===== src/fcba_pkg.sv =====
`default_nettype none

package fcba_pkg;

   // table geometry
   localparam int NUM_BLOCKS       = 2048;
   localparam int BLOCK_BYTES      = 4096;
   localparam int FIRST_DATA_BLOCK = 2;

   localparam int LINK_W     = 12;
   localparam int ADDR_W     = $clog2(NUM_BLOCKS);
   localparam int CNT_W      = ADDR_W + 1;
   localparam int BYTE_SHIFT = $clog2(BLOCK_BYTES);

   // block numbers at or above this are out of range
   localparam int USABLE      = (NUM_BLOCKS < 4095) ? NUM_BLOCKS : 4095;
   localparam int DATA_BLOCKS = USABLE - FIRST_DATA_BLOCK;

   // word field widths
   localparam int REQ_TYPE_W = 3;
   localparam int BLOCK_W    = 11;
   localparam int BYTES_W    = 23;
   localparam int STATUS_W   = 2;

   localparam logic [LINK_W-1:0] END_MARK  = 12'hFFF;
   localparam logic [LINK_W-1:0] FREE_MARK = 12'h000;

   // request codes
   localparam logic [REQ_TYPE_W-1:0] REQ_FORMAT = 3'd0;
   localparam logic [REQ_TYPE_W-1:0] REQ_ALLOC  = 3'd1;
   localparam logic [REQ_TYPE_W-1:0] REQ_EXTEND = 3'd2;
   localparam logic [REQ_TYPE_W-1:0] REQ_FREE   = 3'd3;
   localparam logic [REQ_TYPE_W-1:0] REQ_READ   = 3'd4;

   // status codes
   localparam logic [STATUS_W-1:0] STATUS_OK        = 2'd0;
   localparam logic [STATUS_W-1:0] STATUS_NO_SPACE  = 2'd1;
   localparam logic [STATUS_W-1:0] STATUS_BAD_BLOCK = 2'd2;

   typedef struct packed {
      logic              we;
      logic [ADDR_W-1:0] waddr;
      logic [LINK_W-1:0] wdata;
      logic              re;
      logic [ADDR_W-1:0] raddr;
   } mem_req_type;

   typedef struct packed {
      logic [BLOCK_W-1:0]  result_block;
      logic                chain_end;
      logic [STATUS_W-1:0] status;
      logic [BLOCK_W-1:0]  free_count;
   } rsp_word_type;

   // ceil(bytes / block size), never below one
   function automatic logic [CNT_W-1:0] blocks_needed(input logic [BYTES_W-1:0] bytes);
      logic [CNT_W-1:0] n;
      n = CNT_W'(bytes >> BYTE_SHIFT) + CNT_W'(bytes[BYTE_SHIFT-1:0] != '0);
      if (n == '0) begin
         n = CNT_W'(1);
      end
      return n;
   endfunction

   // link names an in-range data block (table contents not checked)
   function automatic logic link_ok(input logic [LINK_W-1:0] link);
      return (link != END_MARK) && (link >= LINK_W'(FIRST_DATA_BLOCK))
         && (link < LINK_W'(USABLE));
   endfunction

endpackage

`default_nettype wire


===== src/fcba_if.sv =====
`default_nettype none


interface fcba_rsp_if;
   logic                             valid;
   logic                             ready;
   logic [fcba_pkg::BLOCK_W-1:0]     result_block;
   logic                             chain_end;
   logic [fcba_pkg::STATUS_W-1:0]    status;
   logic [fcba_pkg::BLOCK_W-1:0]     free_count;

   modport source (output valid, output result_block, output chain_end, output status,
                   output free_count, input ready);
   modport sink (input valid, input result_block, input chain_end, input status,
                 input free_count, output ready);
endinterface

`default_nettype wire


===== src/fcba_rsp_stage.sv =====
`default_nettype none

module fcba_rsp_stage (
   input  wire logic                      clock,
   input  wire logic                      reset,
   input  wire logic                      rsp_load,
   input  wire fcba_pkg::rsp_word_type    rsp_word,
   output logic                           rsp_space,
   fcba_rsp_if.source                     rsp_chan
);

   logic                   valid_ff, valid_in;
   fcba_pkg::rsp_word_type word_ff;

   // a new word may replace the held one in the cycle it is taken
   assign rsp_space = !valid_ff || rsp_chan.ready;
   assign valid_in  = rsp_load || (valid_ff && !rsp_chan.ready);

   always_ff @(posedge clock) begin
      if (reset) begin
         valid_ff <= 1'b0;
      end else begin
         valid_ff <= valid_in;
      end
   end

   always_ff @(posedge clock) begin
      if (rsp_load) begin
         word_ff <= rsp_word;
      end
   end

   assign rsp_chan.valid        = valid_ff;
   assign rsp_chan.result_block = word_ff.result_block;
   assign rsp_chan.chain_end    = word_ff.chain_end;
   assign rsp_chan.status       = word_ff.status;
   assign rsp_chan.free_count   = word_ff.free_count;

endmodule

`default_nettype wire


===== src/flat_wrapper.sv =====
// flat-port wrapper written by rule: the top's interface ports become plain ports
module fcba_rsp_stage_flat 
  (clock, reset, rsp_load, rsp_word, rsp_space, rsp_chan_valid, rsp_chan_result_block, rsp_chan_chain_end, rsp_chan_status, rsp_chan_free_count, rsp_chan_ready);
  fcba_rsp_if rsp_chan_i ();
  input  wire logic clock;
  input  wire logic reset;
  input  wire logic rsp_load;
  input  wire fcba_pkg::rsp_word_type rsp_word;
  output logic rsp_space;
  output wire logic [$bits(rsp_chan_i.valid)-1:0] rsp_chan_valid;
  output wire logic [$bits(rsp_chan_i.result_block)-1:0] rsp_chan_result_block;
  output wire logic [$bits(rsp_chan_i.chain_end)-1:0] rsp_chan_chain_end;
  output wire logic [$bits(rsp_chan_i.status)-1:0] rsp_chan_status;
  output wire logic [$bits(rsp_chan_i.free_count)-1:0] rsp_chan_free_count;
  input wire logic [$bits(rsp_chan_i.ready)-1:0] rsp_chan_ready;
  assign rsp_chan_valid = rsp_chan_i.valid;
  assign rsp_chan_result_block = rsp_chan_i.result_block;
  assign rsp_chan_chain_end = rsp_chan_i.chain_end;
  assign rsp_chan_status = rsp_chan_i.status;
  assign rsp_chan_free_count = rsp_chan_i.free_count;
  assign rsp_chan_i.ready = rsp_chan_ready;
  fcba_rsp_stage u_core (.clock(clock), .reset(reset), .rsp_load(rsp_load), .rsp_word(rsp_word), .rsp_space(rsp_space), .rsp_chan(rsp_chan_i));
endmodule

===== config.mk =====
export PLATFORM = sky130hd
export DESIGN_NAME = fcba_rsp_stage_flat
export DESIGN_NICKNAME = d
export VERILOG_FILES = /design/src/fcba_pkg.sv /design/src/fcba_if.sv /design/src/fcba_rsp_stage.sv /design/src/flat_wrapper.sv
export SDC_FILE = /design/constraint.sdc
export NUM_CORES = 1
export LEC_CHECK = 0
export BUFFER_PORTS_ARGS = -buffer_cell sky130_fd_sc_hd__buf_2
export CAP_MARGIN = 0
export CORE_UTILIZATION = 38
export DETAILED_ROUTE_END_ITERATION = 7
export GPL_TIMING_DRIVEN = 0
export PLACE_DENSITY = 0.8
export SLEW_MARGIN = 20
export SYNTH_ARGS = -nofsm -noshare
export SYNTH_HDL_FRONTEND = slang
export SYNTH_SLANG_ARGS = --single-unit

===== constraint.sdc =====
create_clock -name clock -period 0.8 [get_ports clock]
set_input_delay 0.12 -clock clock [delete_from_list [all_inputs] [get_ports clock]]
set_output_delay 0.12 -clock clock [all_outputs]
set_load 0.005 [all_outputs]

==> results of run 1 <==
-- logic make-up (layout without fill, tap and decap cells) --
logic type / Yosys count / count (layout) / share of synthesized area
AOI/OAI and AO/OA: 1 / 1 / 0.0110
buffers and inverters: 1 / 87 / 0.00471
and+or+nand+nor: 1 / 1 / 0.0173
DFF: 26 / 26 / 0.967
-- registers in the layout, indices dropped and copies added (netlist names) --
name                          cells
u_core.rsp_chan.status            2
u_core.rsp_chan.valid             1
u_core.rsp_chan.free_count       11
u_core.rsp_chan.result_block     11
u_core.rsp_chan.chain_end         1
-- power breakdown --
part / internal, W / switching [W]
clock network: 0.000194 / 0.000345
logic: 0.000207 / 0.000123
registers: 0.00161 / 0.0000281
-- cell usage in the layout, fill, tap and decap left out --
cell / Yosys / layout
buf_4: 0 / 1
a21oi_2: 1 / 1
clkbuf_1: 0 / 1
edfxtp_1: 25 / 25
dfxtp_2: 0 / 1
buf_2: 0 / 54
clkbuf_4: 0 / 3
inv_1: 1 / 1
nand2b_4: 1 / 1
dlygate4sd3_1: 0 / 26
buf_6: 0 / 1
-- synth_stat cells --
library cell,count,area share
inv_1,1,0.0047
a21oi_2,1,0.011
edfxtp_1,25,0.94
nand2b_4,1,0.017
dfxtp_1,1,0.025
-- worst min-delay path, cell delays in order --
cell,delay (ns)
buf_2,0.07
nand2b_4,0.11
buf_4,0.10
a21oi_2,0.04
-- per-stage QoR --
stage | worst slack (ns) | power, W | instance area, um2 | std cells
floorplan | 0.193 | 0.00169 | 797 | 29
global placement | -0.115 | 0.00187 | 1110 | 111
detailed placement | -0.137 | 0.00188 | 1110 | 111
CTS | -0.180 | 0.00249 | 1400 | 141
global route | -0.233 | 0.00262 | 1410 | 142
finish | -0.178 | 0.00251 | 1410 | 142
-- cell type report --
type	instances	share of cell area
multi-input combinational	2	0.0160
inverter	1	0.00267
timing repair buffer	82	0.390
sequential	26	0.548
clock buffer	4	0.0187
tap	27	0.0240
-- per-layer routing --
metal  wire length (um)  share of wire  vias to the layer above  global-route usage
li1                   -              -                      285                   -
met1                842           0.44                      251               0.211
met2                783           0.41                       55               0.257
met3                287           0.15                        2               0.102
met4                 13         0.0067                        0              0.0833
met5                  0              0                        -                   0
-- how the worst max path moves through the flow --
stage,start,endpoint,slack [ns],cells after the start
6_report,u_core.rsp_chan.chain_end,rsp_chan_chain_end,-0.18,1
5_1_grt,u_core.rsp_chan.chain_end,rsp_chan_chain_end,-0.23,1
2_1_floorplan,u_core.rsp_chan.valid,u_core.rsp_chan.valid,0.19,2
4_1_cts,u_core.rsp_chan.chain_end,rsp_chan_chain_end,-0.18,1
3_5_place_dp,rsp_load,u_core.rsp_chan.free_count[5],-0.14,1
3_3_place_gp,rsp_load,u_core.rsp_chan.free_count[5],-0.11,1
-- repair_timing --
item / 4_1_cts / 5_1_grt
hold buffers: 26 / 0
endpoints found under the setup margin: 27 / 27
gates resized for setup: 2 / 0
hold endpoints to repair: 26 / 0
buffers inserted: 0 / 1
==> flow_summary.toml, run 1 <==
[run_status]
outcome = "finished with violations"
violations = "setup timing"

[hold_path]
min_to = "u_core.rsp_chan.valid"
hold_class = "primary input to flip-flop"
whs_path_depth = 4
min_from = "rsp_chan_ready"

[sta]
relSlewSlack = 0.639
clock_skew_ns = 0
timing.final.ws_setup_ns = -0.178
fmax_mhz = 1020
period_minus_slack_ns = 0.978
whs_ns = 0.171
drv_slew = 0
hold_viol_final = 0
worst_pin_slew_ns = 0.542
finalCritPeriodShare = 1.22
rsz0062_at_grt = "true"
setup_violations = 27
fin_setup_tns_ns = -3.77

[clocking]
cts_tree = "done"
clockBufferDepth = 2
cts_buffers = 3
insertion_delay_ns = 0.30
clock-sinks = 26
clock-root-buffer = "clkbuf_4"
cts.clk_slew.worst_paths_ns = 0.13
htree_levels = 1

[pwr]
power.density_nw_per_um2 = 1780
irDropWorstVdd_mv = 1.36
power_leakage_nw = 0.615

[critical_path]
cpLargestDelayFamily = "flip-flops"
end_kind = "output port"
worstPathArrival_ns = 0.86
crit_fanout = 1
worstReg2RegStart = "u_core.rsp_chan.valid"
worstPathRequired_ns = 0.68
cp_num_buf_inv = 1
critPathKind = "flip-flop to output port"
r2r_slack_ns = 0.06
timing.rr.end = "u_core.rsp_chan.valid"
cp_slowest_cell = "edfxtp_1"
cp_cell_sequence = "buf_2"
reg2regPathDepth = 3
slowest_delay_ns = 0.41
start_kind = "flip-flop"

[cells_and_area]
final_core_utilization = 0.717
syn_to_final_growth_pct = 76.6
multi_input_area_um2 = 22.5
drive_above_1_share = 0.539
seq_area_um2 = 772
fillers = 130
fin_nets = 145
num_antenna_cells = 0

[detailed_routing]
drt-total-wl_mm = 1.93
via_count = 593
drc = 0
drtIter0Drc = 6
avgViaCountPerCell = 4.18
wire_per_inst_um = 13.6
dr.pass1.iters = 2
ant_nets = 0

[grt]
grt_pass1_vias = 534
grt_max_degree = 27
grt.total_usage = 0.176
grt_pass1_wl_mm = 2.46
antenna_found_initial = 0
overflow = 0

[floorplanning]
fp.dieArea_um2 = 2280
design.portCount = 56
die_h_um = 47.8
die_w_um = 47.8
coreArea_um2 = 1960
fp-row-count = 16
initial_core_util = 0.406

[logic_synthesis]
synth_cell_types = 5
ys_warn_count = 0
syn_area_um2 = 797
postSynthCellCount = 29
ys_seq_area_frac = 0.967
ys_ff_latch = 26
avgSynthCellArea_um2 = 27.5
synth_fp_nets = 58

[place]
io_buffers = 55
place_congestion = 0.665

[job]
drv_cap = 0
Power figures use the tool's default switching activity.
==> run 2: changes to the inputs <==
--- a/config.mk
+++ b/config.mk
@@ -11,6 +11,7 @@
 export DETAILED_ROUTE_END_ITERATION = 7
 export GPL_TIMING_DRIVEN = 0
 export PLACE_DENSITY = 0.8
+export SETUP_SLACK_MARGIN = 0.1
 export SLEW_MARGIN = 20
 export SYNTH_ARGS = -nofsm -noshare
 export SYNTH_HDL_FRONTEND = slang
==> run 2 against run 1 <==
- the flow still finishes with violations (setup timing)
- hold slack worse by 0.0079 ns
- die area stayed put
- clock skew did not move
- clock power is essentially flat
- global-route usage stayed put
- routed wire length decreased by 0.16%
- non-clock buffer count did not move
==> flow_summary.toml, run 2 (synthesis gave the netlist of run 1 again) <==
[grt]
grt_most_used_layer = "met2"
antenna_found_initial = 0
grt_pass1_wl_mm = 2.46
grt_pass1_vias = 534
grt.total_usage = 0.176
grt_max_degree = 27
grtUsageMet2 = 0.257
use_met3 = 0.102
use_met1 = 0.211
overflow = 0

[sta]
clock_skew_ns = 0
hold_viol_final = 0
timing.final.ws_setup_ns = -0.178
finalCritPeriodShare = 1.22
fmax_mhz = 1020
fin_setup_tns_ns = -3.78
period_minus_slack_ns = 0.978
worst_pin_slew_ns = 0.538
drv_slew = 0
relSlewSlack = 0.641
setup_violations = 27
rsz0062_at_grt = "true"

[floorplanning]
die_w_um = 47.8
design.portCount = 56
fp-row-count = 16
initial_core_util = 0.406
fp.dieArea_um2 = 2280
die_h_um = 47.8
coreArea_um2 = 1960

[clocking]
cts.clk_slew.worst_paths_ns = 0.13
clock-sinks = 26
insertion_delay_ns = 0.30
htree_levels = 1
cts_tree = "done"
cts_buffers = 3
clock-root-buffer = "clkbuf_4"
clockBufferDepth = 2

[critical_path]
critPathKind = "flip-flop to output port"
start_kind = "flip-flop"
worstPathRequired_ns = 0.68
worstPathArrival_ns = 0.86
cpLargestDelayFamily = "flip-flops"
cp_cell_sequence = "buf_2"
slowest_delay_ns = 0.41
end_kind = "output port"
cp_slowest_cell = "edfxtp_1"
cp_num_buf_inv = 1
crit_fanout = 1

[pwr]
irDropWorstVdd_mv = 1.36
finalPower_w = 0.00251
power_leakage_nw = 0.615
power.density_nw_per_um2 = 1780

[place]
place_area_um2 = 1110
placedCellCount = 111
dp_slack_ns = -0.137
place_congestion = 0.665
io_buffers = 55

[detailed_routing]
drc = 0
dr.pass1.iters = 4
avgViaCountPerCell = 4.17
wire_per_inst_um = 13.5
ant_nets = 0
drtIter0Drc = 7
drt-total-wl_mm = 1.92
via_count = 592

[cells_and_area]
fin_nets = 145
fin_cells = 142
layout.cells.most_common_list = "buf_2, dlygate4sd3_1, edfxtp_1"
drive_above_1_share = 0.539
fin_area_um2 = 1410
num_antenna_cells = 0
syn_to_final_growth_pct = 76.6
layout_commonest_cell = "buf_2"

[job]
drv_cap = 0

[run_status]
outcome = "finished with violations"
violations = "setup timing"

[hold_path]
hold_class = "primary input to flip-flop"
run 2: what timing repair did:
item	4_1_cts	5_1_grt
setup buffers	0	1
resized for setup	2	0
hold buffers	26	0
endpoints found under the setup margin	27	27
endpoints found under the hold margin	26	0
pin swaps	0	1
run 2: layout make-up:
class / instances / area (um2)
well taps: 27 / 33.8
inverters: 1 / 3.75
fillers: 130 / 554
repair buffers: 82 / 549
flip-flops and latches: 26 / 772
clock buffers: 4 / 26.3
multi-input cells: 2 / 22.5
run 2: routing by layer:
layer	up-vias	share of wire
met1	250	0.43
li1	285	-
met3	2	0.15
met4	0	0.0068
met5	-	0
met2	55	0.41
run 2: worst paths after layout:
| check | from | cells after the start | to | slack [ns] |
|---|---|---|---|---|
| worst max-delay path | u_core.rsp_chan.chain_end | 1 | rsp_chan_chain_end | -0.18 |
| worst min-delay path | rsp_chan_ready | 4 | u_core.rsp_chan.valid | 0.16 |
| worst max register to register | u_core.rsp_chan.valid | 3 | u_core.rsp_chan.valid | 0.08 |
| worst min register to register | u_core.rsp_chan.valid | 3 | u_core.rsp_chan.valid | 0.59 |
run 2: report_power, final:
group	internal, W	total [W]	switching (W)
combinational	0.000207	0.000330	0.000122
sequential	0.00161	0.00164	0.0000280
clock	0.000194	0.000541	0.000347
total	0.00201	0.00251	0.000497
run 2: worst register-to-register path, stage by stage (launching register included):
cell      delay (ns)
dfxtp_2         0.38
nand2b_4        0.06
buf_4           0.13
a21oi_2         0.09
run 2: metrics by stage:
stage	hold WS (ns)	util
floorplan	0.182	-
detailed placement	0.289	0.564
global route	0.137	0.717
finish	0.164	0.717
global placement	0.288	0.564
CTS	0.0710	0.714
