`config.mk`:
```
export PLATFORM = sky130hd
export DESIGN_NAME = fcba_seq_flat
export DESIGN_NICKNAME = d
export VERILOG_FILES = /design/src/fcba_pkg.sv /design/src/fcba_if.sv /design/src/fcba_seq.sv /design/src/flat_wrapper.sv
export SDC_FILE = /design/constraint.sdc
export NUM_CORES = 1
export LEC_CHECK = 0
export ABC_AREA = 1
export BUFFER_PORTS_ARGS = -buffer_cell sky130_fd_sc_hd__buf_2
export CAP_MARGIN = 30
export CORE_ASPECT_RATIO = 1.1
export CORE_MARGIN = 2
export CORE_UTILIZATION = 55
export CTS_BUF_LIST = sky130_fd_sc_hd__clkbuf_16
export CTS_CLUSTER_DIAMETER = 60
export DETAILED_ROUTE_END_ITERATION = 6
export PLACE_DENSITY_LB_ADDON = 0.12
export REMOVE_ABC_BUFFERS = 1
export SLEW_MARGIN = 15
export SYNTH_ARGS = -nofsm -noshare
export SYNTH_HDL_FRONTEND = slang
export SYNTH_SLANG_ARGS = --single-unit
```
`constraint.sdc`:
```
create_clock -name clock -period 3.3 [get_ports clock]
set_clock_uncertainty 0.2 [all_clocks]
set_input_delay 0.66 -clock clock [delete_from_list [all_inputs] [get_ports clock]]
set_output_delay 0.66 -clock clock [all_outputs]
set_load 0.1 [all_outputs]
```
`src/fcba_pkg.sv`:
```
`default_nettype none

package fcba_pkg;

   // table geometry
   localparam int NUM_BLOCKS       = 2048;
   localparam int BLOCK_BYTES      = 4096;
   localparam int FIRST_DATA_BLOCK = 2;

   localparam int LINK_W     = 12;
   localparam int ADDR_W     = $clog2(NUM_BLOCKS);
   localparam int CNT_W      = ADDR_W + 1;
   localparam int BYTE_SHIFT = $clog2(BLOCK_BYTES);

   // block numbers at or above this are out of range
   localparam int USABLE      = (NUM_BLOCKS < 4095) ? NUM_BLOCKS : 4095;
   localparam int DATA_BLOCKS = USABLE - FIRST_DATA_BLOCK;

   // word field widths
   localparam int REQ_TYPE_W = 3;
   localparam int BLOCK_W    = 11;
   localparam int BYTES_W    = 23;
   localparam int STATUS_W   = 2;

   localparam logic [LINK_W-1:0] END_MARK  = 12'hFFF;
   localparam logic [LINK_W-1:0] FREE_MARK = 12'h000;

   // request codes
   localparam logic [REQ_TYPE_W-1:0] REQ_FORMAT = 3'd0;
   localparam logic [REQ_TYPE_W-1:0] REQ_ALLOC  = 3'd1;
   localparam logic [REQ_TYPE_W-1:0] REQ_EXTEND = 3'd2;
   localparam logic [REQ_TYPE_W-1:0] REQ_FREE   = 3'd3;
   localparam logic [REQ_TYPE_W-1:0] REQ_READ   = 3'd4;

   // status codes
   localparam logic [STATUS_W-1:0] STATUS_OK        = 2'd0;
   localparam logic [STATUS_W-1:0] STATUS_NO_SPACE  = 2'd1;
   localparam logic [STATUS_W-1:0] STATUS_BAD_BLOCK = 2'd2;

   typedef struct packed {
      logic              we;
      logic [ADDR_W-1:0] waddr;
      logic [LINK_W-1:0] wdata;
      logic              re;
      logic [ADDR_W-1:0] raddr;
   } mem_req_type;

   typedef struct packed {
      logic [BLOCK_W-1:0]  result_block;
      logic                chain_end;
      logic [STATUS_W-1:0] status;
      logic [BLOCK_W-1:0]  free_count;
   } rsp_word_type;

   // ceil(bytes / block size), never below one
   function automatic logic [CNT_W-1:0] blocks_needed(input logic [BYTES_W-1:0] bytes);
      logic [CNT_W-1:0] n;
      n = CNT_W'(bytes >> BYTE_SHIFT) + CNT_W'(bytes[BYTE_SHIFT-1:0] != '0);
      if (n == '0) begin
         n = CNT_W'(1);
      end
      return n;
   endfunction

   // link names an in-range data block (table contents not checked)
   function automatic logic link_ok(input logic [LINK_W-1:0] link);
      return (link != END_MARK) && (link >= LINK_W'(FIRST_DATA_BLOCK))
         && (link < LINK_W'(USABLE));
   endfunction

endpackage

`default_nettype wire

```
`src/fcba_if.sv`:
```
`default_nettype none

interface fcba_req_if;
   logic                               valid;
   logic                               ready;
   logic [fcba_pkg::REQ_TYPE_W-1:0]    req_type;
   logic [fcba_pkg::BLOCK_W-1:0]       block;
   logic [fcba_pkg::BYTES_W-1:0]       byte_size;

   modport source (output valid, output req_type, output block, output byte_size,
                   input ready);
   modport sink (input valid, input req_type, input block, input byte_size,
                 output ready);
endinterface


`default_nettype wire

```
`src/fcba_seq.sv`:
```
`default_nettype none

module fcba_seq (
   input  wire logic                          clock,
   input  wire logic                          reset,
   fcba_req_if.sink                           req_chan,
   output fcba_pkg::mem_req_type              mem_req,
   input  wire logic [fcba_pkg::LINK_W-1:0]   rd_data,
   input  wire logic                          rsp_space,
   output logic                               rsp_load,
   output fcba_pkg::rsp_word_type             rsp_word
);

   localparam logic [2:0] ST_CLEAR    = 3'd0;
   localparam logic [2:0] ST_IDLE     = 3'd1;
   localparam logic [2:0] ST_DECODE   = 3'd2;
   localparam logic [2:0] ST_EXT_CHK  = 3'd3;
   localparam logic [2:0] ST_WALK     = 3'd4;
   localparam logic [2:0] ST_SCAN     = 3'd5;
   localparam logic [2:0] ST_SCAN_END = 3'd6;
   localparam logic [2:0] ST_DONE     = 3'd7;

   localparam int AW = fcba_pkg::ADDR_W;
   localparam int CW = fcba_pkg::CNT_W;

   logic [2:0]                           state_ff, state_in;
   logic                                 clr_rsp_ff, clr_rsp_in;
   logic                                 scan_vld_ff, scan_vld_in;
   logic [AW-1:0]                        scan_ptr_ff, scan_ptr_in;
   logic [AW-1:0]                        free_ff, free_in;

   logic [fcba_pkg::REQ_TYPE_W-1:0]      type_ff, type_in;
   logic [AW-1:0]                        blk_ff, blk_in;
   logic [CW-1:0]                        need_ff, need_in;
   logic [AW-1:0]                        cur_ff, cur_in;
   logic [AW-1:0]                        cand_ff, cand_in;
   logic [CW-1:0]                        steps_ff, steps_in;
   logic [AW-1:0]                        scan_addr_ff, scan_addr_in;
   logic [CW-1:0]                        got_ff, got_in;
   logic [AW-1:0]                        prev_ff, prev_in;
   logic [AW-1:0]                        first_ff, first_in;
   logic [fcba_pkg::BLOCK_W-1:0]         res_ff, res_in;
   logic                                 end_ff, end_in;
   logic [fcba_pkg::STATUS_W-1:0]        st_ff, st_in;

   logic [CW-1:0]                        steps_nx;
   logic [CW-1:0]                        got_nx;
   logic                                 no_room;

   assign steps_nx = steps_ff + CW'(1);
   assign got_nx   = got_ff + CW'(1);
   assign no_room  = need_ff > {1'b0, free_ff};

   assign req_chan.ready = (state_ff == ST_IDLE);

   always_comb begin
      state_in     = state_ff;
      clr_rsp_in   = clr_rsp_ff;
      scan_vld_in  = scan_vld_ff;
      scan_ptr_in  = scan_ptr_ff;
      free_in      = free_ff;
      type_in      = type_ff;
      blk_in       = blk_ff;
      need_in      = need_ff;
      cur_in       = cur_ff;
      cand_in      = cand_ff;
      steps_in     = steps_ff;
      scan_addr_in = scan_addr_ff;
      got_in       = got_ff;
      prev_in      = prev_ff;
      first_in     = first_ff;
      res_in       = res_ff;
      end_in       = end_ff;
      st_in        = st_ff;
      mem_req      = '0;
      rsp_load     = 1'b0;

      case (state_ff)
         ST_CLEAR: begin
            mem_req.we    = 1'b1;
            mem_req.waddr = scan_ptr_ff;
            mem_req.wdata = (scan_ptr_ff < AW'(fcba_pkg::FIRST_DATA_BLOCK))
                          ? fcba_pkg::END_MARK : fcba_pkg::FREE_MARK;
            scan_ptr_in   = scan_ptr_ff + AW'(1);
            if (scan_ptr_ff == AW'(fcba_pkg::NUM_BLOCKS - 1)) begin
               free_in  = AW'(fcba_pkg::DATA_BLOCKS);
               state_in = clr_rsp_ff ? ST_DONE : ST_IDLE;
            end
         end

         ST_IDLE: begin
            if (req_chan.valid) begin
               type_in       = req_chan.req_type;
               blk_in        = AW'(req_chan.block);
               need_in       = fcba_pkg::blocks_needed(req_chan.byte_size);
               mem_req.re    = 1'b1;
               mem_req.raddr = AW'(req_chan.block);
               state_in      = ST_DECODE;
            end
         end

         ST_DECODE: begin
            res_in       = '0;
            end_in       = 1'b0;
            st_in        = fcba_pkg::STATUS_OK;
            state_in     = ST_DONE;
            scan_ptr_in  = AW'(fcba_pkg::FIRST_DATA_BLOCK);
            scan_vld_in  = 1'b0;
            got_in       = '0;
            cur_in       = blk_ff;
            steps_in     = '0;
            case (type_ff)
               fcba_pkg::REQ_FORMAT: begin
                  scan_ptr_in = '0;
                  clr_rsp_in  = 1'b1;
                  state_in    = ST_CLEAR;
               end
               fcba_pkg::REQ_ALLOC: begin
                  if (no_room) begin
                     st_in = fcba_pkg::STATUS_NO_SPACE;
                  end else begin
                     state_in = ST_SCAN;
                  end
               end
               fcba_pkg::REQ_EXTEND, fcba_pkg::REQ_FREE, fcba_pkg::REQ_READ: begin
                  if (!fcba_pkg::link_ok(fcba_pkg::LINK_W'(blk_ff))
                      || (rd_data == fcba_pkg::FREE_MARK)) begin
                     st_in = fcba_pkg::STATUS_BAD_BLOCK;
                  end else if (type_ff == fcba_pkg::REQ_READ) begin
                     if (rd_data == fcba_pkg::END_MARK) begin
                        end_in = 1'b1;
                     end else begin
                        res_in = rd_data[fcba_pkg::BLOCK_W-1:0];
                     end
                  end else if (type_ff == fcba_pkg::REQ_FREE) begin
                     // rd_data still holds the start block's link
                     state_in = ST_WALK;
                  end else if (no_room) begin
                     st_in = fcba_pkg::STATUS_NO_SPACE;
                  end else if (fcba_pkg::link_ok(rd_data)) begin
                     cand_in       = rd_data[AW-1:0];
                     mem_req.re    = 1'b1;
                     mem_req.raddr = rd_data[AW-1:0];
                     state_in      = ST_EXT_CHK;
                  end else begin
                     state_in = ST_SCAN;
                  end
               end
               default: begin
               end
            endcase
         end

         // extend: follow links to the chain's tail, then scan
         ST_EXT_CHK: begin
            if (rd_data == fcba_pkg::FREE_MARK) begin
               state_in = ST_SCAN;
            end else begin
               cur_in   = cand_ff;
               steps_in = steps_nx;
               if (fcba_pkg::link_ok(rd_data) && (steps_nx < CW'(fcba_pkg::USABLE))) begin
                  cand_in       = rd_data[AW-1:0];
                  mem_req.re    = 1'b1;
                  mem_req.raddr = rd_data[AW-1:0];
               end else begin
                  state_in = ST_SCAN;
               end
            end
         end

         // free: release cur while fetching the link after it
         ST_WALK: begin
            if (rd_data == fcba_pkg::FREE_MARK) begin
               state_in = ST_DONE;
            end else begin
               mem_req.we    = 1'b1;
               mem_req.waddr = cur_ff;
               mem_req.wdata = fcba_pkg::FREE_MARK;
               free_in       = free_ff + AW'(1);
               steps_in      = steps_nx;
               if (fcba_pkg::link_ok(rd_data) && (steps_nx < CW'(fcba_pkg::USABLE))) begin
                  cur_in        = rd_data[AW-1:0];
                  mem_req.re    = 1'b1;
                  mem_req.raddr = rd_data[AW-1:0];
               end else begin
                  state_in = ST_DONE;
               end
            end
         end

         // first-fit: one read per cycle, links written one behind
         ST_SCAN: begin
            mem_req.re    = 1'b1;
            mem_req.raddr = scan_ptr_ff;
            scan_ptr_in   = scan_ptr_ff + AW'(1);
            scan_vld_in   = 1'b1;
            scan_addr_in  = scan_ptr_ff;
            if (scan_vld_ff) begin
               if (rd_data == fcba_pkg::FREE_MARK) begin
                  if (got_ff == '0) begin
                     first_in = scan_addr_ff;
                     if (type_ff == fcba_pkg::REQ_EXTEND) begin
                        mem_req.we    = 1'b1;
                        mem_req.waddr = cur_ff;
                        mem_req.wdata = fcba_pkg::LINK_W'(scan_addr_ff);
                     end
                  end else begin
                     mem_req.we    = 1'b1;
                     mem_req.waddr = prev_ff;
                     mem_req.wdata = fcba_pkg::LINK_W'(scan_addr_ff);
                  end
                  prev_in = scan_addr_ff;
                  got_in  = got_nx;
                  if (got_nx == need_ff) begin
                     state_in = ST_SCAN_END;
                  end
               end
               if (scan_addr_ff == AW'(fcba_pkg::USABLE - 1)) begin
                  state_in = ST_SCAN_END;
               end
            end
         end

         ST_SCAN_END: begin
            mem_req.we    = 1'b1;
            mem_req.waddr = prev_ff;
            mem_req.wdata = fcba_pkg::END_MARK;
            free_in       = free_ff - got_ff[AW-1:0];
            res_in        = fcba_pkg::BLOCK_W'(first_ff);
            state_in      = ST_DONE;
         end

         ST_DONE: begin
            if (rsp_space) begin
               rsp_load = 1'b1;
               state_in = ST_IDLE;
            end
         end

         default: begin
            state_in = ST_IDLE;
         end
      endcase
   end

   assign rsp_word.result_block = res_ff;
   assign rsp_word.chain_end    = end_ff;
   assign rsp_word.status       = st_ff;
   assign rsp_word.free_count   = fcba_pkg::BLOCK_W'(free_ff);

   always_ff @(posedge clock) begin
      if (reset) begin
         state_ff    <= ST_CLEAR;
         clr_rsp_ff  <= 1'b0;
         scan_vld_ff <= 1'b0;
         scan_ptr_ff <= '0;
         free_ff     <= AW'(fcba_pkg::DATA_BLOCKS);
      end else begin
         state_ff    <= state_in;
         clr_rsp_ff  <= clr_rsp_in;
         scan_vld_ff <= scan_vld_in;
         scan_ptr_ff <= scan_ptr_in;
         free_ff     <= free_in;
      end
   end

   always_ff @(posedge clock) begin
      type_ff      <= type_in;
      blk_ff       <= blk_in;
      need_ff      <= need_in;
      cur_ff       <= cur_in;
      cand_ff      <= cand_in;
      steps_ff     <= steps_in;
      scan_addr_ff <= scan_addr_in;
      got_ff       <= got_in;
      prev_ff      <= prev_in;
      first_ff     <= first_in;
      res_ff       <= res_in;
      end_ff       <= end_in;
      st_ff        <= st_in;
   end

   a_idle_no_write: assert property (@(posedge clock) disable iff (reset)
      (state_ff == ST_IDLE) |-> !mem_req.we)
      else $error("link table written while idle");

   a_free_bound: assert property (@(posedge clock) disable iff (reset)
      free_ff <= AW'(fcba_pkg::DATA_BLOCKS))
      else $error("free count above data block count");

   a_scan_need: assert property (@(posedge clock) disable iff (reset)
      (state_ff == ST_SCAN) |-> ((got_ff < need_ff) && (need_ff <= {1'b0, free_ff})))
      else $error("scan running past its block count");

   a_scan_end_done: assert property (@(posedge clock) disable iff (reset)
      (state_ff == ST_SCAN_END) |=> (state_ff == ST_DONE))
      else $error("scan end did not finish the request");

endmodule

`default_nettype wire

```
`src/flat_wrapper.sv`:
```
// flat-port wrapper written by rule: the top's interface ports become plain ports
module fcba_seq_flat 
  (clock, reset, mem_req, rd_data, rsp_space, rsp_load, rsp_word, req_chan_valid, req_chan_req_type, req_chan_block, req_chan_byte_size, req_chan_ready);
  fcba_req_if req_chan_i ();
  input  wire logic clock;
  input  wire logic reset;
  output fcba_pkg::mem_req_type mem_req;
  input  wire logic [fcba_pkg::LINK_W-1:0] rd_data;
  input  wire logic rsp_space;
  output logic rsp_load;
  output fcba_pkg::rsp_word_type rsp_word;
  input wire logic [$bits(req_chan_i.valid)-1:0] req_chan_valid;
  input wire logic [$bits(req_chan_i.req_type)-1:0] req_chan_req_type;
  input wire logic [$bits(req_chan_i.block)-1:0] req_chan_block;
  input wire logic [$bits(req_chan_i.byte_size)-1:0] req_chan_byte_size;
  output wire logic [$bits(req_chan_i.ready)-1:0] req_chan_ready;
  assign req_chan_i.valid = req_chan_valid;
  assign req_chan_i.req_type = req_chan_req_type;
  assign req_chan_i.block = req_chan_block;
  assign req_chan_i.byte_size = req_chan_byte_size;
  assign req_chan_ready = req_chan_i.ready;
  fcba_seq u_core (.clock(clock), .reset(reset), .req_chan(req_chan_i), .mem_req(mem_req), .rd_data(rd_data), .rsp_space(rsp_space), .rsp_load(rsp_load), .rsp_word(rsp_word));
endmodule
```
==> results.md, run 1 <==
### Detailed routing
* **number of DRC violations after detailed routing** 0
* **via-per-instance ratio** 5.68
* **total vias in the final route** 7657
* **First-pass DRT Iterations** 5
* **DRT Wirelength** 23.0 mm
* **Routed WL per cell** 17.1 um
* **count of routing violations after the opening detailed-route iteration** 837
* **antenna viol nets, final** 0

### STA
* **Setup WS post-layout** -0.259 ns
* **TNS Setup** -3.01 ns
* **achievable frequency** 281 MHz
* **setup violation total in the final timing report** 12
* **Max-slew headroom** 0.459
* **worst hold margin** 0.197 ns
* **fin crit period** 3.56 ns
* **setup repair after global routing missed its margin** yes
* **Final period util** 1.08
* **slew at the pin with the worst max-slew slack** 0.810 ns
* **number of slew-limit violations in the final report** 0
* **Hold Violations, Final** 0

### Global routing
* **GR Overflow Total** 0
* **all-layer global routing usage** 0.288
* **number of global-route vias before repair** 7159
* **first-pass GRT wire length** 35.5 mm
* **pin count of the biggest net entering global routing** 36
* **antenna violations before repair** 0

### Layout
* **layout cells sized above 1** 0.245
* **most common library cell in the layout ignoring fill and taps** nand2_1
* **diode count** 0
* **number of cells in the finished layout apart from fillers** 1349
* **net total in the final layout** 1226
* **Filler cells** 1010
* **most frequent cells in the layout** nand2_1 (251), edfxtp_1 (119), inv_1 (112), nor2_1 (99), buf_2 (80)
* **Area growth syn-to-layout** 32.7%

### Die
* **number of placement rows** 46
* **Die Height** 132 um
* **I/O pin count** 116
* **initial cell density of the core** 0.565
* **width of the die** 120 um
* **total core area** 0.0144 mm^2
* **die area** 0.0158 mm^2

### Setup path
* **classification of the worst setup path** flip-flop to output pin
* **flop2flop setup slack** 0.15 ns
* **kind of cell adding the most delay to the critical path** simple AND/OR/NAND/NOR gates
* **buffer and inverter count on the worst path** 2
* **crit-path cells** ha_4 -> nand4_1 -> nor2_4 -> nand4_1 -> nand2_2 -> nand4_1 -> nand2_2 -> buf_12 -> nand2_1 -> a31oi_2 -> buf_12
* **reg2reg start** u_core.need_ff[10]$_SDFFCE_PN0P_
* **worst-path fanout max** 11
* **Worst Setup Start Kind** flip-flop
* **nature of the critical path endpoint** output pin
* **Worst Path Required** 2.44 ns
* **worst path arrival time** 2.70 ns
* **most frequent CP cell** nand4_1
* **biggest cell delay along the critical path** 0.46 ns
* **slowest cell on the critical path** edfxtp_1
* **origin of the worst setup path** u_core.need_ff[10]$_SDFFCE_PN0P_

### Synthesis
* **mean post-synth cell area** 8.45 um^2
* **number of flip-flops and latches in the synthesized netlist** 146
* **part of the Yosys area used for sequential elements** 0.504
* **synthesized cell area** 0.00816 mm^2
* **synth warn** 0
* **post-synthesis cell type count** 44
* **Post-Syn Instances** 965

### Min path
* **startpoint of the lowest-slack hold path** req_chan_req_type[2]
* **kind of path behind the tightest hold check** primary input to flip-flop

### Power and ir drop
* **VDD IR-drop max** 0.396 mV
* **switching part of the total power** 0.335
* **Cell Pwr Density** 491 mW/mm^2
* **NetSw** 0.00178 W
* **part of the total power dissipated in sequential elements** 0.387
* **leakage power** 4.73 nW
* **share of total power in the clock network** 0.355
* **Pint** 0.00353 W
* **logic gate share of total power** 0.258

### Placement
* **setup slack after placement** 0.0182 ns
* **count of buffers inserted at the top-level ports** 115
* **Inst Count DP** 1292
* **final RePlAce weighted congestion** 0.936
* **half-perimeter wire length after placement** 16.3 mm

### CTS
* **buffer depth of the longest clock path** 2
* **cell chosen for the clock root** clkbuf_16
* **CTS sink count** 146
* **number of buffers created by CTS** 17
* **clock latency reported for the late side of the worst-skew pair** 0.44 ns
* **H-Tree Level Count** 4
* **clock tree from TritonCTS** done
* **clock-pin slew on the worst setup and hold paths** 0.06 ns
* **number of hold-repair buffers added at the cts stage** 0

### Job
* **number of maximum-capacitance violations** 0

### Run status
* **violations in the final reports** negative setup slack
* **run status** complete, but fails checks

==> worst register-to-register path: cells and delay by family, from the launching register on <==
| kind | cells | cell delay, ns |
|---|---|---|
| buffers and inverters | 8 | 1.05 |
| flip-flops | 1 | 0.46 |
| AND/OR/NAND/NOR | 6 | 0.83 |
| adder cells (fa/ha/maj) | 1 | 0.31 |
==> registers in the layout (all words and copies together) (netlist names), 11 cells and up <==
name / count
u_core.scan_addr_ff: 11
u_core.cand_ff: 11
u_core.prev_ff: 11
u_core.first_ff: 11
u_core.res_ff: 11
u_core.blk_ff: 11
u_core.got_ff: 12
u_core.need_ff: 12
u_core.cur_ff: 11
u_core.free_ff: 11
u_core.scan_ptr_ff: 11
u_core.steps_ff: 12
==> worst paths after layout <==
check / cells past startpoint / end
max reg2reg: 15 / u_core.cand_ff[5]$_DFFE_PP_
min reg2reg: 2 / u_core.clr_rsp_ff$_SDFFE_PP0P_
min: 1 / u_core.type_ff[2]$_DFFE_PP_
max: 11 / mem_req[5]
==> repair_timing <==
| action | in CTS | in global routing |
|---|---|---|
| pin swaps | 7 | 13 |
| setup buffers | 17 | 7 |
| setup endpoints to repair | 15 | 48 |
| gates cloned | 0 | 2 |
| resized for setup | 25 | 40 |
==> metal layers <==
layer,global-route usage,part of all wire
met1,0.349,0.39
met2,0.493,0.50
met5,0,0
met3,0.0554,0.073
met4,0.133,0.041
==> power by group through the flow <==
stage          clock, W  combinational, W  sequential, W
6_report        0.00189           0.00137        0.00205
5_1_grt         0.00197           0.00145        0.00206
4_1_cts         0.00190           0.00135        0.00205
3_5_place_dp          0           0.00133        0.00209
3_3_place_gp          0           0.00132        0.00209
2_1_floorplan         0          0.000773        0.00216
==> kinds of logic (layout without fill, tap and decap cells) <==
logic type,Yosys count,after routing,share of synthesized area
flip-flops,146,146,0.504
AO/OA/AOI/OAI,151,151,0.114
XOR/XNOR,21,21,0.0225
adder cells (fa/ha/maj),29,29,0.0454
AND/OR/NAND/NOR,469,470,0.243
buffers and inverters,149,340,0.0707
==> layout make-up <==
| cell class | count | area [um^2] | share of cell area |
|---|---|---|---|
| flip-flops and latches | 146 | 4120 | 0.380 |
| multi-input cells | 671 | 3720 | 0.344 |
| repair buffers | 187 | 1710 | 0.158 |
| inverters | 121 | 458 | 0.0423 |
| clock buffers | 17 | 425 | 0.0393 |
| well taps | 192 | 240 | 0.0222 |
| clock inverters | 15 | 151 | 0.0140 |
==> metrics by stage <==
stage / utilization / instance area [um^2] / power [W]
6_report: 0.749 / 10800 / 0.00531
4_1_cts: 0.737 / 10600 / 0.00530
5_1_grt: 0.749 / 10800 / 0.00548
3_5_place_dp: 0.679 / 9800 / 0.00342
3_3_place_gp: 0.679 / 9800 / 0.00341
2_1_floorplan: - / 8040 / 0.00294
==> Yosys cell counts, drive strengths merged <==
cell type	n	area [um^2]
o221ai	2	17.5
o221a	1	11.3
nor3b	1	7.51
or2	5	31.3
o22ai	1	6.26
xnor2	5	43.8
o31ai	1	7.51
nand3b	3	22.5
o21ai	48	244
xor2	16	140
inv	120	450
a21oi	43	230
nor2	108	440
nor3	9	45.0
nand4	16	100
a221oi	5	43.8
fa	1	20.0
o211a	1	10.0
a22oi	17	128
dfxtp	27	541
nand2	257	970
a31oi	9	56.3
ha	28	350
o211ai	17	128
edfxtp	119	3570
clkinv	1	3.75
buf	10	55.1
clkbuf	18	67.6
a211oi	4	30.0
nor4	12	75.1
or4	1	7.51
and3	1	6.26
nand3	56	280
o21bai	2	15.0
No activity file was read; power rests on OpenSTA's default activity.
==> inputs of run 2 (changes only) <==
Settings changed: CORE_UTILIZATION 55 to 46, PLACE_DENSITY set to 0.71, PLACE_DENSITY_LB_ADDON 0.12 to unset.
==> run 2 against run 1 <==
Sequential cell count unchanged. Final cell count up 3.0%. The flow still finishes with violations (negative setup slack). Critical path type unchanged. Design area fell by 0.27%. Routed wire length is essentially flat.
==> results.md, run 2 (synthesis results as in run 1) <==
### Run status
* **run status** complete, but fails checks
* **violations in the final reports** negative setup slack

### Die
* **die area** 0.0188 mm^2, +19%
* **width of the die** 131 um, +9.0%
* **number of placement rows** 51, +11%
* **Die Height** 144 um, +9.1%
* **total core area** 0.0175 mm^2, +21%
* **initial cell density of the core** 0.465, -0.0998
* **I/O pin count** 116, unchanged

### Layout
* **area used by multi-input combinational logic** 0.00367 mm^2, -1.5%
* **most frequent cells in the layout** nand2_1 (251), edfxtp_1 (119), inv_1 (112), nor2_1 (98), buf_2 (79)
* **post-route core utilization** 0.615, -0.134
* **Area growth syn-to-layout** 32.3%
* **diode count** 0, unchanged
* **register area** 0.00412 mm^2, +0.12%
* **net total in the final layout** 1221, -0.41%
* **layout cells sized above 1** 0.241, -0.00328
* **number of cells in the finished layout apart from fillers** 1390, +3.0%
* **Filler cells** 1454, +44%
* **most common library cell in the layout ignoring fill and taps** nand2_1
* **registers with the most flip-flops** u_core.got_ff x12, u_core.need_ff x12, u_core.steps_ff x12

### Setup path
* **slowest cell on the critical path** edfxtp_1
* **most frequent CP cell** nand4_1
* **buffer and inverter count on the worst path** 2, unchanged
* **worst-path fanout max** 12, +1
* **crit-path cells** ha_1 -> nand4_1 -> nor2_4 -> nand4_1 -> nand2_2 -> nand4_1 -> nand2_2 -> buf_12 -> nand2_1 -> a31oi_4 -> buf_12
* **Worst Setup Start Kind** flip-flop
* **Worst Path Required** 2.44 ns, about the same
* **reg2reg start** u_core.state_ff[1]$_SDFFE_PP0P_
* **worst path arrival time** 2.65 ns, -0.05 ns
* **end of the worst register-to-register path** u_core.free_ff[8]$_SDFFE_PP1P_
* **kind of cell adding the most delay to the critical path** simple AND/OR/NAND/NOR gates
* **flop2flop setup slack** 0.33 ns, +0.18 ns
* **cell depth of the worst flop-to-flop path** 13, -2
* **nature of the critical path endpoint** output pin
* **biggest cell delay along the critical path** 0.43 ns, -0.03 ns
* **classification of the worst setup path** flip-flop to output pin

### Global routing
* **pin count of the biggest net entering global routing** 28, -22%
* **first-pass GRT wire length** 36.0 mm, +1.5%
* **antenna violations before repair** 0, unchanged
* **GR Overflow Total** 0, unchanged
* **number of global-route vias before repair** 7071, -1.2%
* **all-layer global routing usage** 0.252, -0.0357

### STA
* **Max-slew headroom** 0.533, +0.0736
* **fin crit period** 3.51 ns, -0.0510 ns
* **Setup WS post-layout** -0.208 ns, +0.0510 ns
* **setup repair after global routing missed its margin** yes
* **slew at the pin with the worst max-slew slack** 0.700 ns, -0.110 ns
* **Final period util** 1.06, -0.0154
* **Hold Violations, Final** 0, unchanged
* **number of slew-limit violations in the final report** 0, unchanged
* **achievable frequency** 285 MHz, +1.5%
* **setup violation total in the final timing report** 12, unchanged

### Power and ir drop
* **VDD IR-drop max** 0.371 mV, -6.2%
* **Cell Pwr Density** 497 mW/mm^2, +1.2%
* **logic gate share of total power** 0.258, about the same
* **NetSw** 0.00176 W, -1.3%
* **part of the total power dissipated in sequential elements** 0.384, -0.003
* **leakage power** 4.72 nW, -0.37%
* **Pint** 0.00361 W, +2.1%
* **switching part of the total power** 0.328, -0.00741
* **share of total power in the clock network** 0.358, +0.003

### Detailed routing
* **First-pass DRT Iterations** 6, +1
* **count of routing violations after the opening detailed-route iteration** 702, -16%
* **antenna viol nets, final** 0, unchanged
* **number of DRC violations after detailed routing** 0, unchanged
* **Routed WL per cell** 16.6 um, -3.0%
* **DRT Wirelength** 23.0 mm, about the same
* **total vias in the final route** 7415, -3.2%
* **via-per-instance ratio** 5.33, -6.0%

### CTS
* **number of hold-repair buffers added at the cts stage** 0, unchanged
* **cell chosen for the clock root** clkbuf_16
* **clock latency reported for the late side of the worst-skew pair** 0.43 ns, about the same
* **clock tree from TritonCTS** done
* **clock-pin slew on the worst setup and hold paths** 0.06 ns, about the same
* **buffer depth of the longest clock path** 2, unchanged
* **CTS sink count** 146, unchanged
* **H-Tree Level Count** 4, unchanged
* **number of buffers created by CTS** 17, unchanged

### Min path
* **kind of path behind the tightest hold check** primary input to flip-flop
* **Hold Path Stages** 1, unchanged
* **startpoint of the lowest-slack hold path** req_chan_req_type[2]
* **sink of the worst hold path** u_core.type_ff[2]$_DFFE_PP_

### Placement
* **half-perimeter wire length after placement** 17.5 mm, +7.2%
* **Inst Count DP** 1342, +3.9%
* **final RePlAce weighted congestion** 0.904, -3.5%
* **count of buffers inserted at the top-level ports** 115, unchanged

### Job
* **number of maximum-capacitance violations** 0, unchanged

[run 2: layout make-up]
cell class | count | area share
repair buffers | 183 | 0.154
inverters | 121 | 0.0424
clock buffers | 17 | 0.0394
clock inverters | 15 | 0.0147
well taps | 238 | 0.0276
flip-flops and latches | 146 | 0.382
multi-input cells | 670 | 0.340
[run 2: timing repair]
item,4_1_cts,5_1_grt
cloned,0,0
resized for setup,25,27
buffers inserted,1,15
endpoints found under the setup margin,13,38
pin swaps,4,12
[run 2: worst max path at each step]
stage / startpoint / endpoint / slack [ns] / cells after the start
global placement: rd_data[7] / mem_req[11] / 0.03 / 14
detailed placement: rd_data[7] / mem_req[11] / -0.03 / 14
floorplan: u_core.state_ff[0]$_SDFFE_PP0P_ / mem_req[12] / -1.70 / 8
global route: u_core.need_ff[9]$_SDFFCE_PN0P_ / mem_req[8] / -0.32 / 11
finish: u_core.need_ff[9]$_SDFFCE_PN0P_ / mem_req[8] / -0.21 / 11
CTS: u_core.need_ff[9]$_SDFFCE_PN0P_ / mem_req[1] / -0.19 / 11
[run 2: metrics by stage]
| step | power (W) | cell area, um^2 | setup WS (ns) | TNS, ns | hold WS [ns] |
|---|---|---|---|---|---|
| floorplan | 0.00294 | 8040 | -1.70 | -41.19 | 0.237 |
| global placement | 0.00344 | 9880 | 0.0283 | 0 | 0.248 |
| detailed placement | 0.00346 | 9880 | -0.0313 | -0.0313 | 0.291 |
| CTS | 0.00536 | 10600 | -0.189 | -2.15 | 0.195 |
| global route | 0.00554 | 10800 | -0.317 | -4.18 | 0.198 |
| finish | 0.00537 | 10800 | -0.208 | -2.18 | 0.204 |
[run 2: metal layers]
metal / GRT usage / part of all wire / vias to the layer above
met5: 0 / 0 / -
met4: 0.0963 / 0.027 / 0
met3: 0.0491 / 0.069 / 48
met2: 0.428 / 0.49 / 293
met1: 0.316 / 0.41 / 3453
li1: - / - / 3621
[run 2: power by group through the flow]
| stage | clock [W] | sequential, W | combinational (W) |
|---|---|---|---|
| 6_report | 0.00192 | 0.00206 | 0.00138 |
| 5_1_grt | 0.00200 | 0.00206 | 0.00148 |
| 4_1_cts | 0.00193 | 0.00206 | 0.00137 |
| 3_5_place_dp | 0 | 0.00210 | 0.00136 |
| 3_3_place_gp | 0 | 0.00210 | 0.00135 |
| 2_1_floorplan | 0 | 0.00216 | 0.000773 |
